[src/rtl/assert_macros.svh]
// Assertion macros shared by the decoder modules.
// Each macro expects i_clk and i_rst_n in the scope of the module that uses it.
`ifndef ASSERT_MACROS_SVH
`define ASSERT_MACROS_SVH

// Check a property on every clock edge outside reset.
`define PCD_ASSERT(lbl, prop) \
    lbl: assert property (@(posedge i_clk) disable iff (!i_rst_n) prop) \
        else $error("percent decoder assertion failed");

// Same check with a caller-supplied message.
`define PCD_ASSERT_MSG(lbl, prop, msg) \
    lbl: assert property (@(posedge i_clk) disable iff (!i_rst_n) prop) \
        else $error(msg);

`endif

[src/rtl/pcd_pkg.sv]
package pcd_pkg;

    // Character codes
    localparam logic [7:0] CH_PLUS  = 8'h2B;
    localparam logic [7:0] CH_PCT   = 8'h25;
    localparam logic [7:0] CH_SPACE = 8'h20;

    // Queue between front and back
    localparam int QDEPTH = 4;
    localparam int QPTR_W = $clog2(QDEPTH);
    localparam int QCNT_W = $clog2(QDEPTH + 1);

    // Configuration register indexes
    localparam logic REG_PLUS_AS_SPACE = 1'b0;

    typedef struct packed {
        logic [7:0] data_byte;
        logic       in_last;
    } t_in;

    typedef struct packed {
        logic [7:0] out_byte;
        logic       out_last;
    } t_out;

    // Up to three decoded bytes produced by one input item
    typedef struct packed {
        logic [1:0]      cnt;
        logic [2:0][7:0] bytes;
        logic            last;
    } t_entry;

    typedef struct packed {
        logic       valid;
        logic [3:0] val;
    } t_hex;

    // Classify one character as a hex digit of either case
    function automatic t_hex hex_value(logic [7:0] c);
        t_hex h;
        h = '0;
        if (c >= 8'h30 && c <= 8'h39) begin
            h.valid = 1'b1;
            h.val   = 4'(c - 8'h30);
        end else if (c >= 8'h41 && c <= 8'h46) begin
            h.valid = 1'b1;
            h.val   = 4'(c - 8'h41 + 8'd10);
        end else if (c >= 8'h61 && c <= 8'h66) begin
            h.valid = 1'b1;
            h.val   = 4'(c - 8'h61 + 8'd10);
        end
        return h;
    endfunction

    // Add one byte at the next free slot of an entry
    function automatic t_entry append(t_entry e, logic [7:0] b);
        t_entry r;
        r = e;
        case (e.cnt)
            2'd0:    r.bytes[0] = b;
            2'd1:    r.bytes[1] = b;
            2'd2:    r.bytes[2] = b;
            default: r.bytes[2] = e.bytes[2];
        endcase
        r.cnt = e.cnt + 2'd1;
        return r;
    endfunction

endpackage

[src/rtl/pcd_front.sv]
`include "assert_macros.svh"

module pcd_front (
    input  logic             i_clk,
    input  logic             i_rst_n,
    input  logic             i_valid,
    input  pcd_pkg::t_in     i_data,
    input  logic             i_plus_as_space,
    input  logic             i_q_full,
    output logic             o_stall,
    output logic             o_push,
    output pcd_pkg::t_entry  o_entry
);

    localparam logic [1:0] HELD_NONE  = 2'd0;
    localparam logic [1:0] HELD_PCT   = 2'd1;
    localparam logic [1:0] HELD_DIGIT = 2'd2;

    logic [1:0]      r_held_cnt;
    logic [1:0]      n_held_cnt;
    logic [7:0]      r_held_digit;
    logic [7:0]      n_held_digit;
    pcd_pkg::t_entry v_e;
    pcd_pkg::t_hex   v_h;
    pcd_pkg::t_hex   v_hh;
    logic            v_fresh;
    logic            accept;

    assign o_stall = i_q_full;
    assign accept  = i_valid && !i_q_full;

    // Classify the byte against what is held and collect its output bytes
    always_comb begin
        v_e          = '0;
        v_e.last     = i_data.in_last;
        n_held_cnt   = r_held_cnt;
        n_held_digit = r_held_digit;
        v_fresh      = 1'b0;
        v_h          = pcd_pkg::hex_value(i_data.data_byte);
        v_hh         = pcd_pkg::hex_value(r_held_digit);

        case (r_held_cnt)
            HELD_PCT: begin
                if (v_h.valid) begin
                    n_held_digit = i_data.data_byte;
                    n_held_cnt   = HELD_DIGIT;
                end else begin
                    v_e        = pcd_pkg::append(v_e, pcd_pkg::CH_PCT);
                    n_held_cnt = HELD_NONE;
                    v_fresh    = 1'b1;
                end
            end
            HELD_DIGIT: begin
                n_held_cnt = HELD_NONE;
                if (v_h.valid) begin
                    v_e = pcd_pkg::append(v_e, {v_hh.val, v_h.val});
                end else begin
                    v_e     = pcd_pkg::append(v_e, pcd_pkg::CH_PCT);
                    v_e     = pcd_pkg::append(v_e, r_held_digit);
                    v_fresh = 1'b1;
                end
            end
            default: begin
                n_held_cnt = HELD_NONE;
                v_fresh    = 1'b1;
            end
        endcase

        // Handle the byte as if nothing were held
        if (v_fresh) begin
            if (i_data.data_byte == pcd_pkg::CH_PCT) begin
                n_held_cnt = HELD_PCT;
            end else if (i_data.data_byte == pcd_pkg::CH_PLUS && i_plus_as_space) begin
                v_e = pcd_pkg::append(v_e, pcd_pkg::CH_SPACE);
            end else begin
                v_e = pcd_pkg::append(v_e, i_data.data_byte);
            end
        end

        // Flush held bytes at the end of the string
        if (i_data.in_last) begin
            if (n_held_cnt == HELD_PCT || n_held_cnt == HELD_DIGIT) begin
                v_e = pcd_pkg::append(v_e, pcd_pkg::CH_PCT);
            end
            if (n_held_cnt == HELD_DIGIT) begin
                v_e = pcd_pkg::append(v_e, n_held_digit);
            end
            n_held_cnt = HELD_NONE;
        end
    end

    assign o_entry = v_e;
    assign o_push  = accept && (v_e.cnt != 2'd0);

    // Advance the held state on each accepted item
    always_ff @(posedge i_clk) begin
        if (!i_rst_n) begin
            r_held_cnt   <= HELD_NONE;
            r_held_digit <= '0;
        end else if (accept) begin
            r_held_cnt   <= n_held_cnt;
            r_held_digit <= n_held_digit;
        end
    end

    `PCD_ASSERT(a_held_range, r_held_cnt != 2'd3)
    `PCD_ASSERT_MSG(a_last_clears, accept && i_data.in_last |=> r_held_cnt == HELD_NONE,
        "held bytes survived the last item")
    `PCD_ASSERT_MSG(a_digit_is_hex, r_held_cnt == HELD_DIGIT |-> v_hh.valid,
        "held digit is not hex")

endmodule

[src/rtl/pcd_queue.sv]
`include "assert_macros.svh"

module pcd_queue (
    input  logic             i_clk,
    input  logic             i_rst_n,
    input  logic             i_push,
    input  pcd_pkg::t_entry  i_wr_data,
    input  logic             i_pop,
    output pcd_pkg::t_entry  o_rd_data,
    output logic             o_full,
    output logic             o_empty
);

    pcd_pkg::t_entry                 r_mem [pcd_pkg::QDEPTH];
    logic [pcd_pkg::QPTR_W-1:0]      r_wr_ptr;
    logic [pcd_pkg::QPTR_W-1:0]      r_rd_ptr;
    logic [pcd_pkg::QCNT_W-1:0]      r_count;

    assign o_full    = (r_count == pcd_pkg::QCNT_W'(pcd_pkg::QDEPTH));
    assign o_empty   = (r_count == '0);
    assign o_rd_data = r_mem[r_rd_ptr];

    // Store pushed entries
    always_ff @(posedge i_clk) begin
        if (i_push) begin
            r_mem[r_wr_ptr] <= i_wr_data;
        end
    end

    // Advance pointers and track fill level
    always_ff @(posedge i_clk) begin
        if (!i_rst_n) begin
            r_wr_ptr <= '0;
            r_rd_ptr <= '0;
            r_count  <= '0;
        end else begin
            if (i_push) begin
                r_wr_ptr <= r_wr_ptr + 1'b1;
            end
            if (i_pop) begin
                r_rd_ptr <= r_rd_ptr + 1'b1;
            end
            if (i_push && !i_pop) begin
                r_count <= r_count + 1'b1;
            end else if (i_pop && !i_push) begin
                r_count <= r_count - 1'b1;
            end
        end
    end

    `PCD_ASSERT_MSG(a_no_overflow, i_push |-> !o_full || i_pop, "queue overflow")
    `PCD_ASSERT_MSG(a_no_underflow, i_pop |-> !o_empty, "queue underflow")
    `PCD_ASSERT_MSG(a_push_nonempty, i_push |-> i_wr_data.cnt != 2'd0,
        "empty entry pushed")

endmodule

[src/rtl/pcd_back.sv]
`include "assert_macros.svh"

module pcd_back (
    input  logic             i_clk,
    input  logic             i_rst_n,
    input  pcd_pkg::t_entry  i_q_data,
    input  logic             i_q_empty,
    output logic             o_pop,
    output logic             o_valid,
    output pcd_pkg::t_out    o_data,
    input  logic             i_stall
);

    pcd_pkg::t_entry r_cur;
    logic [1:0]      r_idx;
    logic            r_valid;
    logic            idx_last;
    logic            out_acc;
    logic [7:0]      cur_byte;

    assign idx_last = (r_idx == r_cur.cnt - 2'd1);
    assign out_acc  = r_valid && !i_stall;
    assign o_pop    = !i_q_empty && (!r_valid || (out_acc && idx_last));

    // Select the byte at the current slot
    always_comb begin
        case (r_idx)
            2'd0:    cur_byte = r_cur.bytes[0];
            2'd1:    cur_byte = r_cur.bytes[1];
            default: cur_byte = r_cur.bytes[2];
        endcase
    end

    assign o_valid         = r_valid;
    assign o_data.out_byte = cur_byte;
    assign o_data.out_last = r_cur.last && idx_last;

    // Load the next entry or step through the current one
    always_ff @(posedge i_clk) begin
        if (!i_rst_n) begin
            r_valid <= 1'b0;
            r_idx   <= '0;
        end else if (o_pop) begin
            r_valid <= 1'b1;
            r_idx   <= '0;
        end else if (out_acc) begin
            if (idx_last) begin
                r_valid <= 1'b0;
            end else begin
                r_idx <= r_idx + 2'd1;
            end
        end
    end

    always_ff @(posedge i_clk) begin
        if (o_pop) begin
            r_cur <= i_q_data;
        end
    end

    `PCD_ASSERT_MSG(a_idx_range, r_valid |-> r_idx < r_cur.cnt, "slot index past entry")
    `PCD_ASSERT_MSG(a_hold_on_stall, r_valid && i_stall |=> r_valid && $stable(r_idx),
        "output moved while stalled")

endmodule

[src/rtl/percent_decoder.sv]
// URL percent decoder, one encoded byte per input item.
// Input channel: i_valid / o_stall carry i_data (data_byte, in_last); an item
// is taken at a clock edge with i_valid high and o_stall low. Each item gives
// zero to three decoded bytes on o_valid / i_stall as o_data (out_byte,
// out_last); out_last marks the final byte produced for an item with in_last.
// A '%' and two hex digits decode to one byte; '+' becomes a space when the
// plus_as_space register (APB address 0, bit 0) is set.
// A byte passes through the queue and the serializer's entry register before
// it leaves. Throughput while i_stall is low: one item per cycle while each
// item yields at most one byte; the output serializer emits one byte per cycle,
// so an item that flushes a broken escape occupies it until all its bytes have
// left, and a four-entry queue between classifier and serializer absorbs the
// difference. Reset (synchronous, active low) drops held escape bytes,
// empties the queue and clears plus_as_space. While i_stall is high the current
// output byte is held; once the queue fills, o_stall rises and input items wait.
module percent_decoder (
    input  logic            i_clk,
    input  logic            i_rst_n,
    input  logic            i_valid,
    input  pcd_pkg::t_in    i_data,
    output logic            o_stall,
    output logic            o_valid,
    output pcd_pkg::t_out   o_data,
    input  logic            i_stall,
    input  logic            psel,
    input  logic            penable,
    input  logic            pwrite,
    input  logic [2:0]      paddr,
    input  logic [31:0]     pwdata,
    output logic [31:0]     prdata,
    output logic            pready
);

    logic            r_plus_as_space;
    logic            cfg_wr;
    logic            q_push;
    logic            q_pop;
    logic            q_full;
    logic            q_empty;
    pcd_pkg::t_entry q_wr_data;
    pcd_pkg::t_entry q_rd_data;

    // Configuration register access
    assign pready = 1'b1;
    assign cfg_wr = psel && penable && pwrite && pready;

    always_ff @(posedge i_clk) begin
        if (!i_rst_n) begin
            r_plus_as_space <= 1'b0;
        end else if (cfg_wr && paddr[2] == pcd_pkg::REG_PLUS_AS_SPACE) begin
            r_plus_as_space <= pwdata[0];
        end
    end

    assign prdata = (paddr[2] == pcd_pkg::REG_PLUS_AS_SPACE) ?
                    {31'd0, r_plus_as_space} : 32'd0;

    pcd_front u_front (
        .i_clk           (i_clk),
        .i_rst_n         (i_rst_n),
        .i_valid         (i_valid),
        .i_data          (i_data),
        .i_plus_as_space (r_plus_as_space),
        .i_q_full        (q_full),
        .o_stall         (o_stall),
        .o_push          (q_push),
        .o_entry         (q_wr_data)
    );

    pcd_queue u_queue (
        .i_clk     (i_clk),
        .i_rst_n   (i_rst_n),
        .i_push    (q_push),
        .i_wr_data (q_wr_data),
        .i_pop     (q_pop),
        .o_rd_data (q_rd_data),
        .o_full    (q_full),
        .o_empty   (q_empty)
    );

    pcd_back u_back (
        .i_clk     (i_clk),
        .i_rst_n   (i_rst_n),
        .i_q_data  (q_rd_data),
        .i_q_empty (q_empty),
        .o_pop     (q_pop),
        .o_valid   (o_valid),
        .o_data    (o_data),
        .i_stall   (i_stall)
    );

endmodule

[config.mk]
export PLATFORM = sky130hd
export DESIGN_NAME = percent_decoder
export DESIGN_NICKNAME = d
export VERILOG_FILES = /design/src/rtl/pcd_pkg.sv /design/src/rtl/pcd_front.sv /design/src/rtl/pcd_queue.sv /design/src/rtl/pcd_back.sv /design/src/rtl/percent_decoder.sv
export VERILOG_INCLUDE_DIRS = /design/src /design/src/rtl
export SDC_FILE = /design/constraint.sdc
export NUM_CORES = 1
export LEC_CHECK = 0
export ABC_AREA = 1
export BUFFER_PORTS_ARGS = -buffer_cell sky130_fd_sc_hd__buf_2
export CORE_MARGIN = 4
export CORE_UTILIZATION = 50
export CTS_BUF_LIST = sky130_fd_sc_hd__clkbuf_4 sky130_fd_sc_hd__clkbuf_8
export CTS_CLUSTER_SIZE = 16
export DETAILED_ROUTE_END_ITERATION = 6
export HOLD_SLACK_MARGIN = 0.08
export PLACE_DENSITY = 0.73
export SYNTH_ARGS = -nofsm -noshare
export SYNTH_HDL_FRONTEND = slang
export SYNTH_SLANG_ARGS = --single-unit
export TNS_END_PERCENT = 5
[constraint.sdc]
create_clock -name i_clk -period 4.1 [get_ports i_clk]
set_input_delay 0.41 -clock i_clk [delete_from_list [all_inputs] [get_ports i_clk]]
set_output_delay 0.41 -clock i_clk [all_outputs]
set_load 0.1 [all_outputs]
# After elaboration in Yosys (flattened, before gate mapping)
# Memory sizes are Yosys's and may differ from the RTL's. A register that Yosys moved wholly into a read port is not among the register bits.
# Index checks and enable logic that the tools add are counted.
# word_totals
wordCells	143
mem_bits_rw	108
ff_bits	21
mem_count	1
in_bits	51
# mem_list
name	depth	word_bits	rd	rd_ports_with_merged_regs	write_ports	line_no	text
u_queue.r_mem	4	27	1	1	1	pcd_queue.sv:14	pcd_pkg::t_entry r_mem [pcd_pkg::QDEPTH];
# classes
n_reduce_logical	39
n_mux	46
bitwise	3
magnitude_cmp	12
add_sub_neg	19
n_eq_ne	15
# ops
operator	count
two-way mux 27 bit	7
two-way mux 8 bit	14
one-hot mux 27 bit (2 select lines)	1
greater-or-equal comparator 8 x 7 -> 1 bit (second input constant)	4
<= comparator 8 x 7 -> 1 bit (second input constant)	4
two-way mux 26 bit	1
two-way mux 25 bit	1
subtractor 4 x 1 -> 4 bit (second input constant)	6
logical AND 1 bit	18
adder 4 bit (second input constant)	4
== test 8 x 6 -> 1 bit (second input constant)	2
greater-or-equal comparator 8 x 6 -> 1 bit (second input constant)	2
<= comparator 8 x 6 -> 1 bit (second input constant)	2
one-hot mux 8 bit (2 select lines)	1
two-way mux 5 bit	3
adder 2 x 1 -> 2 bit (second input constant)	6
== test 2 x 1 -> 1 bit (second input constant)	6
two-way mux 4 bit	3
== test 2 bit (second input constant)	5
two-way mux 2 bit	5
logical NOT 2 bit	4
two-way mux 1 bit	8
nonzero test 2 bit	4
logical NOT 1 bit	6
11 further kinds	17

# Longest topological paths before layout
# Gate-level depths: netlist (run 1).
# depth
depth_word	26
ltp_mapped	29

# By module
# From an unflattened synthesis (run 1), not the netlist that was laid out.
# hier_totals
hier_cells	755
hier_area_um2	7805.0
# by_module_without_submodules
module	area_per_inst_um2	cells_per_inst	n_inst
pcd_queue	4495.6	319	1
pcd_front	1801.7	296	1
pcd_back	1193.6	94	1
percent_decoder	314.1	46	1

# Worst setup path after synthesis (run 1)
# No wires, ideal clock.
# synth_path
path_kind	input port to flip-flop
startpoint	input i_data[2] in the netlist's numbering
endpoint	memory u_queue.r_mem[1][0] in the netlist's numbering (enable)
setup_ps	411
arrival_ps	3760
slack_ps	-71
n_path_buf	0
path_stages	22
cell_sequence	inv_1 ha_1 inv_1 o21ai_1 nand2_2 nand2_4 nand2_2 nand2_4 inv_4 ha_1 inv_1 nand2_1 nand3_2 inv_1 ha_1 nand2_1 nand2_1 nand2_1 nand2_1 nand2_2 nand2_1 nor2_1
# synth_via
elab_chain_len	20
# synth_lines
element	line_no	text
from (decl)	percent_decoder.sv:20	input pcd_pkg::t_in i_data,
greater-or-equal comparator 8 x 7 -> 1 bit / <= comparator 8 x 7 -> 1 bit (equally long branches)	pcd_pkg.sv:48	end else if (c >= 8'h61 && c <= 8'h66) begin
logical AND 1 bit	pcd_pkg.sv:48	
two-way mux 5 bit	pcd_pkg.sv:48	
two-way mux 5 bit	pcd_pkg.sv:45	end else if (c >= 8'h41 && c <= 8'h46) begin
two-way mux 5 bit	pcd_pkg.sv:42	if (c >= 8'h30 && c <= 8'h39) begin
two-way mux 27 bit, or another cell as far along	pcd_front.sv:55	if (v_h.valid) begin
one-hot mux 27 bit (2 select lines) / two-way mux 2 bit (equally long branches)	pcd_front.sv:42	case (r_held_cnt)
adder 2 x 1 -> 2 bit / two-way mux 2 bit (equally long branches)	pcd_pkg.sv:65, pcd_front.sv:71	
[... 4 more ...]	-	
two-way mux 27 bit	pcd_front.sv:81	if (i_data.in_last) begin
adder 2 x 1 -> 2 bit	pcd_pkg.sv:65	r.cnt = e.cnt + 2'd1;
two-way mux 27 bit	pcd_front.sv:85	if (n_held_cnt == HELD_DIGIT) begin
two-way mux 27 bit *	pcd_front.sv:81	
nonzero test 2 bit *	pcd_front.sv:93	assign o_push = accept && (v_e.cnt != 2'd0);
logical AND 1 bit *	pcd_front.sv:93	
two-way mux 1 bit *	pcd_queue.sv:25	if (i_push) begin
two-way mux 1 bit (not written as such) *	pcd_queue.sv:26	r_mem[r_wr_ptr] <= i_wr_data;
to (decl)	pcd_queue.sv:14	
# Every way passes the cells marked *; elsewhere a longest branch is shown, timed or not. The select of a mux whose other input is x is not followed.

# Worst setup path after layout (run 1)
# layout_path
startpoint	input i_data[1] in the netlist's numbering
endpoint	register u_queue.r_count[2] in the netlist's numbering
# layout_via
elab_chain_len	21
# layout_lines
element	line_no	text
greater-or-equal comparator 8 x 7 -> 1 bit / <= comparator 8 x 7 -> 1 bit (equally long branches)	pcd_pkg.sv:48	
logical AND 1 bit	pcd_pkg.sv:48	
two-way mux 5 bit	pcd_pkg.sv:48	
two-way mux 5 bit	pcd_pkg.sv:45	
two-way mux 5 bit	pcd_pkg.sv:42	
two-way mux 27 bit, or another cell as far along	pcd_front.sv:55	
one-hot mux 27 bit (2 select lines) / two-way mux 2 bit (equally long branches)	pcd_front.sv:42	
adder 2 x 1 -> 2 bit / two-way mux 2 bit (equally long branches)	pcd_pkg.sv:65, pcd_front.sv:71	
[... 6 more ...]	-	
two-way mux 27 bit	pcd_front.sv:85	
two-way mux 27 bit *	pcd_front.sv:81	
nonzero test 2 bit *	pcd_front.sv:93	
logical AND 1 bit *	pcd_front.sv:93	
named net q_push	percent_decoder.sv:36	logic q_push;
logical NOT 1 bit	pcd_queue.sv:45	end else if (i_pop && !i_push) begin
logical AND 1 bit	pcd_queue.sv:45	
nonzero test 2 bit (no line)	-	
to (signal assigned)	pcd_queue.sv:44	r_count <= r_count + 1'b1;
to (signal assigned)	pcd_queue.sv:46	r_count <= r_count - 1'b1;
to (decl)	pcd_queue.sv:17	logic [pcd_pkg::QCNT_W-1:0] r_count;
# The timed path passes the listed nets; every way through them passes the cells marked *. The select of a mux whose other input is x is not followed.
# A chain may end at the register's enable or synchronous reset.

==> out/results.ini, run 1 <==
[logic_synthesis]
netlist.top_cell.by_area = edfxtp_1
synth-async-reset-ratio_pct = 0
area_share_of_the_leading_cell_type_in_the_synthesized_netlist_pct = 52.5
synthTopCellsByArea = edfxtp_1 53%, dfxtp_1 5.4%, o21ai_0 5.4%
synth.avg_cell_area_um2 = 10.2
seq_area_frac_synth_pct = 58.0
yosys.area_share.simple_pct = 15.7
synth_ff_type = edfxtp_1
synth_enable_flop_cells = 135
synth_seq_cells = 156
synth_xor_xnor_area_share_pct = 0.681
synthesis.instances = 760
synth_fa_ha_area_share_pct = 3.99
ys_warnings = 0
syn-cell-area_um2 = 7720
synth_top_family_by_area = simple AND/OR/NAND/NOR gates
muxShareOfSynthArea_pct = 0
synth_compound_gate_area_share_pct = 13.3
synth_cell_type_count = 46

[setup_path]
critPathRequiredTime_ps = 4430
critPathMaxStageDelay_ps = 380
cp_slowest_cell = fa_1
critPathArrivalTime_ps = 4020
largest_driver_fanout_on_the_critical_path = 6
crit_buf_inv = 7
timing.critical_path.from_type = input pin
crit_path_frequent_cell = nand2_1
worst-setup-path-type = input pin to flop
worst_setup_path_end_kind = flop
crit_family = adder cells
setup.reg_to_reg.worst_slack_ps = 490

[global_route]
grt_first_pass_wirelength_mm = 26.0
grt_overflow = 0
number_of_global_route_vias_before_repair = 5068
global_route.usage.total_pct = 18.9
grt_start_max_net_pins = 56
antenna_violations_before_repair = 0

[drt]
route.detailed.wl_per_inst_um = 16.4
post_drt_via_cell_ratio = 5.37
detail_route.iter0.violations = 518
antenna_left = 0
detailroute.via_count = 5358
route.detailed.drc = 0
drt_pass1_iterations = 5
routed_wirelength_mm = 16.4

[timing]
final_min_period_over_clock_period_pct = 89.8
finClkSkew_ps = 8.84
post-route-worst-setup-slack_ps = 416
slew_headroom_pct = 21.9
report.final.setup_viol = 0
worst_hold_slack_ps = 228
grt_setup_unrepaired = false
worst_slew_pin_slew_ps = 1170
finalWorstPathRequiredPeriod_ps = 3680
fin_setup_tns_ps = 0
finalMaxSlewViolations = 0
maxClockFrequency_ghz = 0.271
final-hold-violation-count = 0

[floorplan]
initial_core_utilization_pct = 51.0
core-area_um2 = 15100
dieArea_um2 = 17500
row_count = 45
die_width_um = 132
die-height_um = 132
num_io_pins = 95

[clock_tree]
post_cts_resized = 0
total_clock_sinks = 156
cts_hold_repair.buffers = 0
post_cts_buffers = 0
clkLatencyLatePin_ps = 450
cts.htree.levels = 4
cts-root-buf = clkbuf_8
cts_tree = built
clock_tree.buffer_depth = 2
clk_pin_slew_ps = 80
tritoncts.num_buffers = 17

[pwr]
power_switching_mw = 2.07
power.total_mw = 5.10
powerDensity_nw_per_um2 = 605
power.static_leakage_nw = 3.38
ir_worst_vdd_uv = 298
power_switching_share_pct = 40.6
power.share.sequential_pct = 43.1
power.share.combinational_pct = 35.0
power.share.clock_pct = 21.9
intPower_mw = 3.03

[placement]
routabilityCongestion = 0.943
place.detailed.instances = 966
placement.io_buffers = 29
pre_cts_slack_ps = -29.7
dp_hpwl_mm = 11.0

[worst_hold_path]
hp-class = input pin to flop

[layout]
fillCellCount = 1288
syn_to_final_growth_pct = 9.32
post_route_cells_drive_above_1_share_pct = 15.6
nets = 872
num_antenna_cells = 0
final_cells = 998

[outcome]
run_status = complete, no violations

[run]
max_cap_violations = 0

-- path summary, 6_finish.rpt --
| check | from | to | cells after the start |
|---|---|---|---|
| hold reg to reg | u_back.r_idx[0] | u_back.r_idx[0] | 2 |
| hold / removal | pwdata[0] | r_plus_as_space | 2 |
| setup reg to reg | u_front.r_held_cnt[0] | u_queue.r_count[2] | 24 |
| setup / recovery | i_data[1] | u_queue.r_count[2] | 29 |
-- metal layers --
metal	part of all wire (%)	vias up	track usage, %
li1	-	2640	-
met1	43	2493	24.6
met2	49	205	31.3
met3	7.0	20	4.81
met4	1.3	0	5.77
met5	0	-	0
-- final cells by class --
cell class	count	area (um^2)	share of cell area, %
clock buffers	18	241	2.86
clock inverters	14	148	1.75
inverters	79	299	3.54
multi-input cells	499	2730	32.4
flip-flops and latches	156	4470	53.0
well taps	188	235	2.79
repair buffers	44	308	3.65
-- cell usage after synthesis (8+ instances only) --
library cell	n
nand3_1	17
nand2_2	15
buf_4	33
o21ai_0	84
ha_1	23
nor2_1	98
clkbuf_1	19
a22oi_1	12
inv_1	71
edfxtp_1	135
nand2_1	101
o22ai_1	31
nand2_4	8
dfxtp_1	21
a21oi_1	16
o21ai_1	10
-- flip-flops by register name, summed over array words and instances (netlist names) --
| name | cells |
|---|---|
| u_front.r_held_cnt | 2 |
| u_queue.r_mem | 108 |
| u_queue.r_rd_ptr | 2 |
| u_back.r_cur | 27 |
| u_back.r_idx | 2 |
| u_queue.r_wr_ptr | 2 |
| u_front.r_held_digit | 8 |
| r_plus_as_space | 1 |
| u_queue.r_count | 3 |
| u_back.o_valid | 1 |
-- power by group through the flow --
stage / Clock (mW) / Combinational (mW) / Sequential (mW)
2_1_floorplan: 0 / 1.40 / 2.24
3_3_place_gp: 0 / 1.77 / 2.22
3_5_place_dp: 0 / 1.80 / 2.24
4_1_cts: 1.13 / 1.80 / 2.20
5_1_grt: 1.19 / 1.96 / 2.23
6_report: 1.12 / 1.79 / 2.20
-- stage by stage --
step	area (um^2)	utilization (%)
after detailed placement	8050	53.1
after global routing	8440	55.7
after CTS	8440	55.7
after floorplan	7830	-
final	8440	55.7
after global placement	8050	53.1
-- cell usage in the layout, fill, tap and decap left out, drive strengths merged --
| master | count |
|---|---|
| o32ai | 3 |
| nand3b | 1 |
| o311a | 1 |
| clkinvlp | 7 |
| or2 | 1 |
| o21ai | 95 |
| nor3 | 7 |
| o41ai | 1 |
| a211oi | 1 |
| buf | 44 |
| xor2 | 5 |
| a21oi | 24 |
| dfxtp | 21 |
| clkbuf | 18 |
| nand4 | 4 |
| ha | 23 |
| fa | 1 |
| nor4 | 2 |
| nor2 | 99 |
| nand2 | 124 |
| o211ai | 6 |
| o21a | 1 |
| xnor2 | 1 |
| inv | 78 |
| nand3 | 22 |
| edfxtp | 135 |
| a22oi | 12 |
| bufinv | 2 |
| o22ai | 31 |
| nor3b | 1 |
| nand2b | 1 |
| clkinv | 6 |
| conb | 32 |
-- logic make-up (layout without fill, tap and decap cells) --
family | count (synthesis) | in the layout
buf+inv | 135 | 155
other cells | 2 | 32
flops | 156 | 156
compound gates | 175 | 175
xor+xnor | 6 | 6
fa+ha+maj | 24 | 24
simple gates | 262 | 262
No activity file was read; power rests on OpenSTA's default activity.
==> inputs of run 2 (changes only) <==
Settings changed: RECOVER_POWER set to 50.
==> run 2 against run 1 <==
The flow now finishes with violations (capacitance limit, slew limit); worst hold slack worse by 7.2 ps; highest routed layer unchanged; clock skew up 0.72 ps; fmax down 0.45%; non-clock buffer count unchanged; total power down 0.36%; combinational power about the same; sequential share of layout area up 0.84 points; critical endpoint unchanged; cell count unchanged; largest power group unchanged; clock power about the same; via count down 0.11%; sequential power about the same; wire length up 0.24%.
==> out/results.ini, run 2 (same netlist as run 1, synthesis figures left out) <==
[layout]
fillCellCount = 1326  ; +3.0%
final_design_area_no_fill_um2 = 8310  ; -1.6%
most-common-layout-cells = 135 x edfxtp_1, 109 x nand2_1, 94 x nor2_1, 89 x o21ai_0, 71 x inv_1
num_antenna_cells = 0  ; unchanged
final_cells = 998  ; unchanged
top_register = u_queue.r_mem
layout.cells.most_common = edfxtp_1
syn_to_final_growth_pct = 7.62
largest_reg_flops = 108  ; unchanged
nets = 872  ; unchanged
post_route_cells_drive_above_1_share_pct = 11.2  ; -4.3 points
reg.largest.list = u_queue.r_mem x108, u_back.r_cur x27, u_front.r_held_digit x8

[setup_path]
setup.reg_to_reg.worst_slack_ps = 470  ; -20 ps
cp_slowest_cell = fa_1
timing.critical_path.from_type = input pin
critPathArrivalTime_ps = 4040  ; +20 ps
critPathMaxStageDelay_ps = 380  ; about the same
worst_setup_path_end_kind = flop
crit_buf_inv = 7  ; unchanged
crit_path_frequent_cell = nand2_1
largest_driver_fanout_on_the_critical_path = 6  ; unchanged
crit_family = adder cells
worst-path-stages = 29  ; unchanged
reg2reg_depth = 24  ; unchanged
worst-setup-path-type = input pin to flop
critPathRequiredTime_ps = 4440  ; about the same

[clock_tree]
clk_pin_slew_ps = 80  ; about the same
total_clock_sinks = 156  ; unchanged
cts_hold_repair.buffers = 0  ; unchanged
post_cts_buffers = 0  ; unchanged
tritoncts.num_buffers = 17  ; unchanged
cts_tree = built
post_cts_resized = 0  ; unchanged
cts-root-buf = clkbuf_8
cts.htree.levels = 4  ; unchanged
clock_tree.buffer_depth = 2  ; unchanged
clkLatencyLatePin_ps = 460  ; about the same

[global_route]
number_of_global_route_vias_before_repair = 5068  ; unchanged
grt_start_max_net_pins = 56  ; unchanged
antenna_violations_before_repair = 0  ; unchanged
grt_first_pass_wirelength_mm = 26.0  ; unchanged
grt_overflow = 0  ; unchanged
global_route.usage.total_pct = 18.9  ; unchanged

[drt]
route.detailed.wl_per_inst_um = 16.4  ; +0.24%
drt_pass1_iterations = 5  ; unchanged
detail_route.iter0.violations = 496  ; -4.2%
route.detailed.drc = 0  ; unchanged
post_drt_via_cell_ratio = 5.36  ; -0.11%
routed_wirelength_mm = 16.4  ; +0.24%
detailroute.via_count = 5352  ; -0.11%
antenna_left = 0  ; unchanged

[floorplan]
core-area_um2 = 15100  ; unchanged
num_io_pins = 95  ; unchanged
initial_core_utilization_pct = 51.0  ; unchanged
dieArea_um2 = 17500  ; unchanged
die_width_um = 132  ; unchanged
row_count = 45  ; unchanged
die-height_um = 132  ; unchanged

[pwr]
power.share.sequential_pct = 43.3  ; +0.2 points
intPower_mw = 3.01  ; -0.63%
power.share.combinational_pct = 34.8  ; -0.2 points
power.share.clock_pct = 22.0  ; about the same
powerDensity_nw_per_um2 = 612  ; +1.2%
power_switching_share_pct = 40.7  ; +0.16 points
power.static_leakage_nw = 3.30  ; -2.2%
ir_worst_vdd_uv = 303  ; +1.7%
power_switching_mw = 2.07  ; about the same

[placement]
place.detailed.instances = 966  ; unchanged
placement.io_buffers = 29  ; unchanged
routabilityCongestion = 0.943  ; unchanged
dp_hpwl_mm = 11.0  ; unchanged
placed_cell_area_um2 = 8050  ; unchanged

[worst_hold_path]
depth_of_the_worst_hold_timing_path = 2  ; unchanged
hp-class = input pin to flop

[timing]
report.final.setup_viol = 0  ; unchanged
worst_slew_pin_slew_ps = 1550  ; +383 ps
grt_setup_unrepaired = false
fin_setup_tns_ps = 0  ; unchanged
maxClockFrequency_ghz = 0.270  ; -0.45%
finalWorstPathRequiredPeriod_ps = 3700  ; +16.8 ps
slew_headroom_pct = -3.57  ; -25 points
final-hold-violation-count = 0  ; unchanged
worst_hold_slack_ps = 221  ; -7.20 ps
final_min_period_over_clock_period_pct = 90.3  ; +0.41 points
finClkSkew_ps = 9.57  ; +0.723 ps
finalMaxSlewViolations = 39  ; +39

[outcome]
failed_checks = capacitance limit, slew limit
run_status = complete, but fails checks

[run]
max_cap_violations = 1  ; +1

run 2: cell types whose count changed in the layout (fill, tap and decap cells not counted), sizes merged:
cell,delta
buf,-16
clkbuf,+16
run 2: worst paths after layout:
path	endpoint	from
setup / recovery	u_queue.r_count[2]	i_data[1]
hold / removal	r_plus_as_space	pwdata[0]
setup reg to reg	u_queue.r_count[2]	u_front.r_held_cnt[0]
hold reg to reg	u_back.r_idx[0]	u_back.r_idx[0]
run 2: layer usage:
layer	global-route usage, %	wire, um	vias to the layer above
met5	0	0	-
met4	5.77	227	0
li1	-	-	2637
met2	31.3	7960	185
met3	4.81	1140	19
met1	24.6	7060	2511
run 2: metrics by stage:
stage	power (mW)	util, %	setup slack [ps]
floorplan	3.65	-	-71.2
global placement	3.99	53.1	45.5
detailed placement	4.04	53.1	-29.7
CTS	5.14	55.7	459
global route	5.36	54.8	46.4
finish	5.09	54.8	400
run 2: power by group through the flow:
stage | clock network (mW) | logic [mW] | registers (mW)
5_1_grt | 1.19 | 1.94 | 2.23
2_1_floorplan | 0 | 1.40 | 2.24
6_report | 1.12 | 1.77 | 2.20
3_3_place_gp | 0 | 1.77 | 2.22
4_1_cts | 1.13 | 1.80 | 2.20
3_5_place_dp | 0 | 1.80 | 2.24
run 2: final cells by class:
| cell class | instances | area [um^2] | share of cell area [%] |
|---|---|---|---|
| clock inverters | 14 | 148 | 1.78 |
| multi-input cells | 499 | 2630 | 31.6 |
| well taps | 188 | 235 | 2.83 |
| flip-flops and latches | 156 | 4470 | 53.9 |
| clock buffers | 18 | 241 | 2.91 |
| inverters | 79 | 299 | 3.60 |
| repair buffers | 44 | 280 | 3.37 |
run 2: worst reg2reg max path, delay by kind of cell (launching register included):
kind                       cells  cell delay (ps)
AOI/OAI and AO/OA              4              450
buffers and inverters          5              290
adders and majority gates      5             1450
and+or+nand+nor               10              980
DFF                            1              370
==> inputs of run 3 (changes only) <==
Settings changed: BUFFER_PORTS_ARGS -buffer_cell sky130_fd_sc_hd__buf_2 to not set, DONT_BUFFER_PORTS set to 1, PLACE_DENSITY 0.73 to 0.68.
==> run 3 against run 2 <==
Highest routed layer unchanged; global-route usage up 0.67 points; fmax down 0.55%; cell area down 2.0%; sequential power about the same; count of clock-buffer cells in the layout down 1; utilization down 1.1 points; via count down 1.5%; first-iteration DRC count down 22%; sequential cell count unchanged; the flow still finishes with violations (capacitance limit, slew limit); combinational power down 2%; critical endpoint unchanged; clock skew about the same.
==> out/results.ini, run 3 (same netlist as run 1, synthesis figures left out) <==
[pwr]
power.static_leakage_nw = 3.21  ; -2.8%
power.share.clock_pct = 20.2  ; -1.8 points
powerDensity_nw_per_um2 = 605  ; -1.2%
ir_worst_vdd_uv = 285  ; -6.0%
power_switching_mw = 2.02  ; -2.6%
power_switching_share_pct = 41.0  ; +0.25 points
power.share.combinational_pct = 35.1  ; +0.3 points
intPower_mw = 2.91  ; -3.6%
power.share.sequential_pct = 44.6  ; +1.3 points

[placement]
placement.io_buffers = 0  ; -100%
place.detailed.instances = 935  ; -3.2%
routabilityCongestion = 0.906  ; -3.9%
pre_cts_slack_ps = 21.1  ; +50.9 ps
dp_hpwl_mm = 11.5  ; +4.3%

[timing]
post-route-worst-setup-slack_ps = 379  ; -20.5 ps
final_min_period_over_clock_period_pct = 90.8  ; +0.50 points
fin_setup_tns_ps = 0  ; unchanged
maxClockFrequency_ghz = 0.269  ; -0.55%
finalMaxSlewViolations = 3  ; -92%
final-hold-violation-count = 0  ; unchanged
worst_slew_pin_slew_ps = 1750  ; +197 ps
slew_headroom_pct = -17.1  ; -14 points
report.final.setup_viol = 0  ; unchanged
finClkSkew_ps = 9.65  ; +0.0860 ps
finalWorstPathRequiredPeriod_ps = 3720  ; +20.5 ps
grt_setup_unrepaired = false

[layout]
syn_to_final_growth_pct = 5.46
num_antenna_cells = 0  ; unchanged
fillCellCount = 1307  ; -1.4%
most-common-layout-cells = 135 x edfxtp_1, 108 x nand2_1, 94 x nor2_1, 90 x o21ai_0, 71 x inv_1
layout.cells.most_common = edfxtp_1
post_route_cells_drive_above_1_share_pct = 9.22  ; -2.0 points
largest_reg_flops = 108  ; unchanged
top_register = u_queue.r_mem
reg.largest.list = u_queue.r_mem x108, u_back.r_cur x27, u_front.r_held_digit x8
utilization_pct = 53.7  ; -1.1 points
final_cells = 969  ; -2.9%
nets = 843  ; -3.3%
seqCellArea_um2 = 4470  ; unchanged
multiInputGateArea_um2 = 2640  ; +0.29%

[global_route]
grt_first_pass_wirelength_mm = 26.6  ; +2.6%
antenna_violations_before_repair = 0  ; unchanged
number_of_global_route_vias_before_repair = 4910  ; -3.1%
global_route.usage.total_pct = 19.5  ; +0.67 points
grt_overflow = 0  ; unchanged
grt_start_max_net_pins = 56  ; unchanged

[clock_tree]
cts_tree = built
tritoncts.num_buffers = 17  ; unchanged
clk_pin_slew_ps = 80  ; about the same
total_clock_sinks = 156  ; unchanged
post_cts_buffers = 0  ; unchanged
clock_tree.buffer_depth = 2  ; unchanged
clkLatencyLatePin_ps = 440  ; -20 ps
cts-root-buf = clkbuf_8
cts.htree.levels = 4  ; unchanged

[drt]
drt_pass1_iterations = 5  ; unchanged
route.detailed.wl_per_inst_um = 17.5  ; +6.3%
route.detailed.drc = 0  ; unchanged
antenna_left = 0  ; unchanged
detailroute.via_count = 5273  ; -1.5%
detail_route.iter0.violations = 385  ; -22%
post_drt_via_cell_ratio = 5.44  ; +1.5%
routed_wirelength_mm = 16.9  ; +3.3%

[outcome]
failed_checks = capacitance limit, slew limit
run_status = complete, but fails checks

[worst_hold_path]
hp-class = input pin to flop
depth_of_the_worst_hold_timing_path = 2  ; unchanged
worst_hold_path.endpoint = u_front.r_held_digit[1]
holdCritStartpoint = i_rst_n

[setup_path]
critPathArrivalTime_ps = 4040  ; about the same
reg2reg_depth = 24  ; unchanged
timing.critical_path.from_type = input pin
worst_setup_path_end_kind = flop
worst-setup-path-type = input pin to flop
r2r_end = u_queue.r_count[2]
critPathRequiredTime_ps = 4420  ; -20 ps
beginning_of_the_worst_register_to_register_path = u_front.r_held_cnt[0]
largest_driver_fanout_on_the_critical_path = 6  ; unchanged
critical_path.startpoint = i_data[1]
setup.reg_to_reg.worst_slack_ps = 480  ; about the same

[floorplan]
dieArea_um2 = 17500  ; unchanged
die-height_um = 132  ; unchanged
core-area_um2 = 15100  ; unchanged
die_width_um = 132  ; unchanged
num_io_pins = 95  ; unchanged
initial_core_utilization_pct = 51.0  ; unchanged
row_count = 45  ; unchanged

[run]
max_cap_violations = 3  ; +2

run 3: changes by cell type in the layout (fill, tap and decap cells not counted), moves of 2 or more:
| cell | change |
|---|---|
| clkinvlp_4 | -6 |
| buf_2 | -16 |
| clkinv_2 | +5 |
| dlygate4sd3_1 | +2 |
| buf_4 | -2 |
| clkinv_1 | +3 |
| clkbuf_1 | -13 |
run 3: area by class of cell:
type,count,area share (%)
Tap cell,188,2.89
Inverter,79,3.67
Multi-Input combinational cell,499,32.4
Clock buffer,17,2.87
Timing Repair Buffer,15,1.92
Sequential cell,156,55.0
Clock inverter,15,1.29
run 3: repair_timing:
item | 4_1_cts | 5_1_grt
hold endpoints to repair | 12 | 0
hold buffers | 2 | 0
resized for setup | 0 | 0
run 3: routing by layer:
layer / wire [um] / GRT usage [%] / vias up
met1: 7000 / 25.8 / 2484
li1: - / - / 2576
met2: 8550 / 32.9 / 196
met5: 0 / 0 / -
met3: 1170 / 3.85 / 17
met4: 203 / 5.83 / 0
run 3: worst max path at each step:
stage	end	cells after the start	slack, ps
6_report	u_queue.r_count[2]	28	380
5_1_grt	u_queue.r_count[2]	28	100
4_1_cts	u_queue.r_count[2]	24	490
3_5_place_dp	u_queue.r_count[2]	28	20
3_3_place_gp	u_queue.r_count[2]	28	150
2_1_floorplan	u_queue.r_mem[1][0]	22	-70
run 3: power by group through the flow:
stage               logic (mW)  clock network [mW]  registers, mW
CTS                       1.75                1.02           2.20
global placement          1.69                   0           2.22
floorplan                 1.40                   0           2.24
finish                    1.73               0.996           2.20
detailed placement        1.74                   0           2.24
global route              1.89                1.08           2.23
run 3: through the flow:
stage	cell area, um^2	hold slack, ps	power, mW
2_1_floorplan	7830	450	3.65
5_1_grt	8140	109	5.20
3_5_place_dp	7900	489	3.98
6_report	8140	127	4.92
4_1_cts	8250	85.0	4.97
3_3_place_gp	7900	478	3.92
run 3: critical path, stage by stage:
cell and delay, ps:
inv_1 90, ha_1 260, a21oi_2 160, o21ai_0 160, nand2_2 170, nand3_1 180
nand2_4 150, inv_4 60, ha_1 290, inv_1 60, nand2_1 60, nand3_2 80
inv_1 50, ha_1 300, nand2_1 80, nand2_1 50, nand2_1 50, nand2_1 80
nand2_2 120, nand2_1 80, inv_1 70, ha_1 140, inv_1 70, fa_1 380
a21oi_1 140, o21ai_0 110, o21ai_0 160, a21oi_1 50
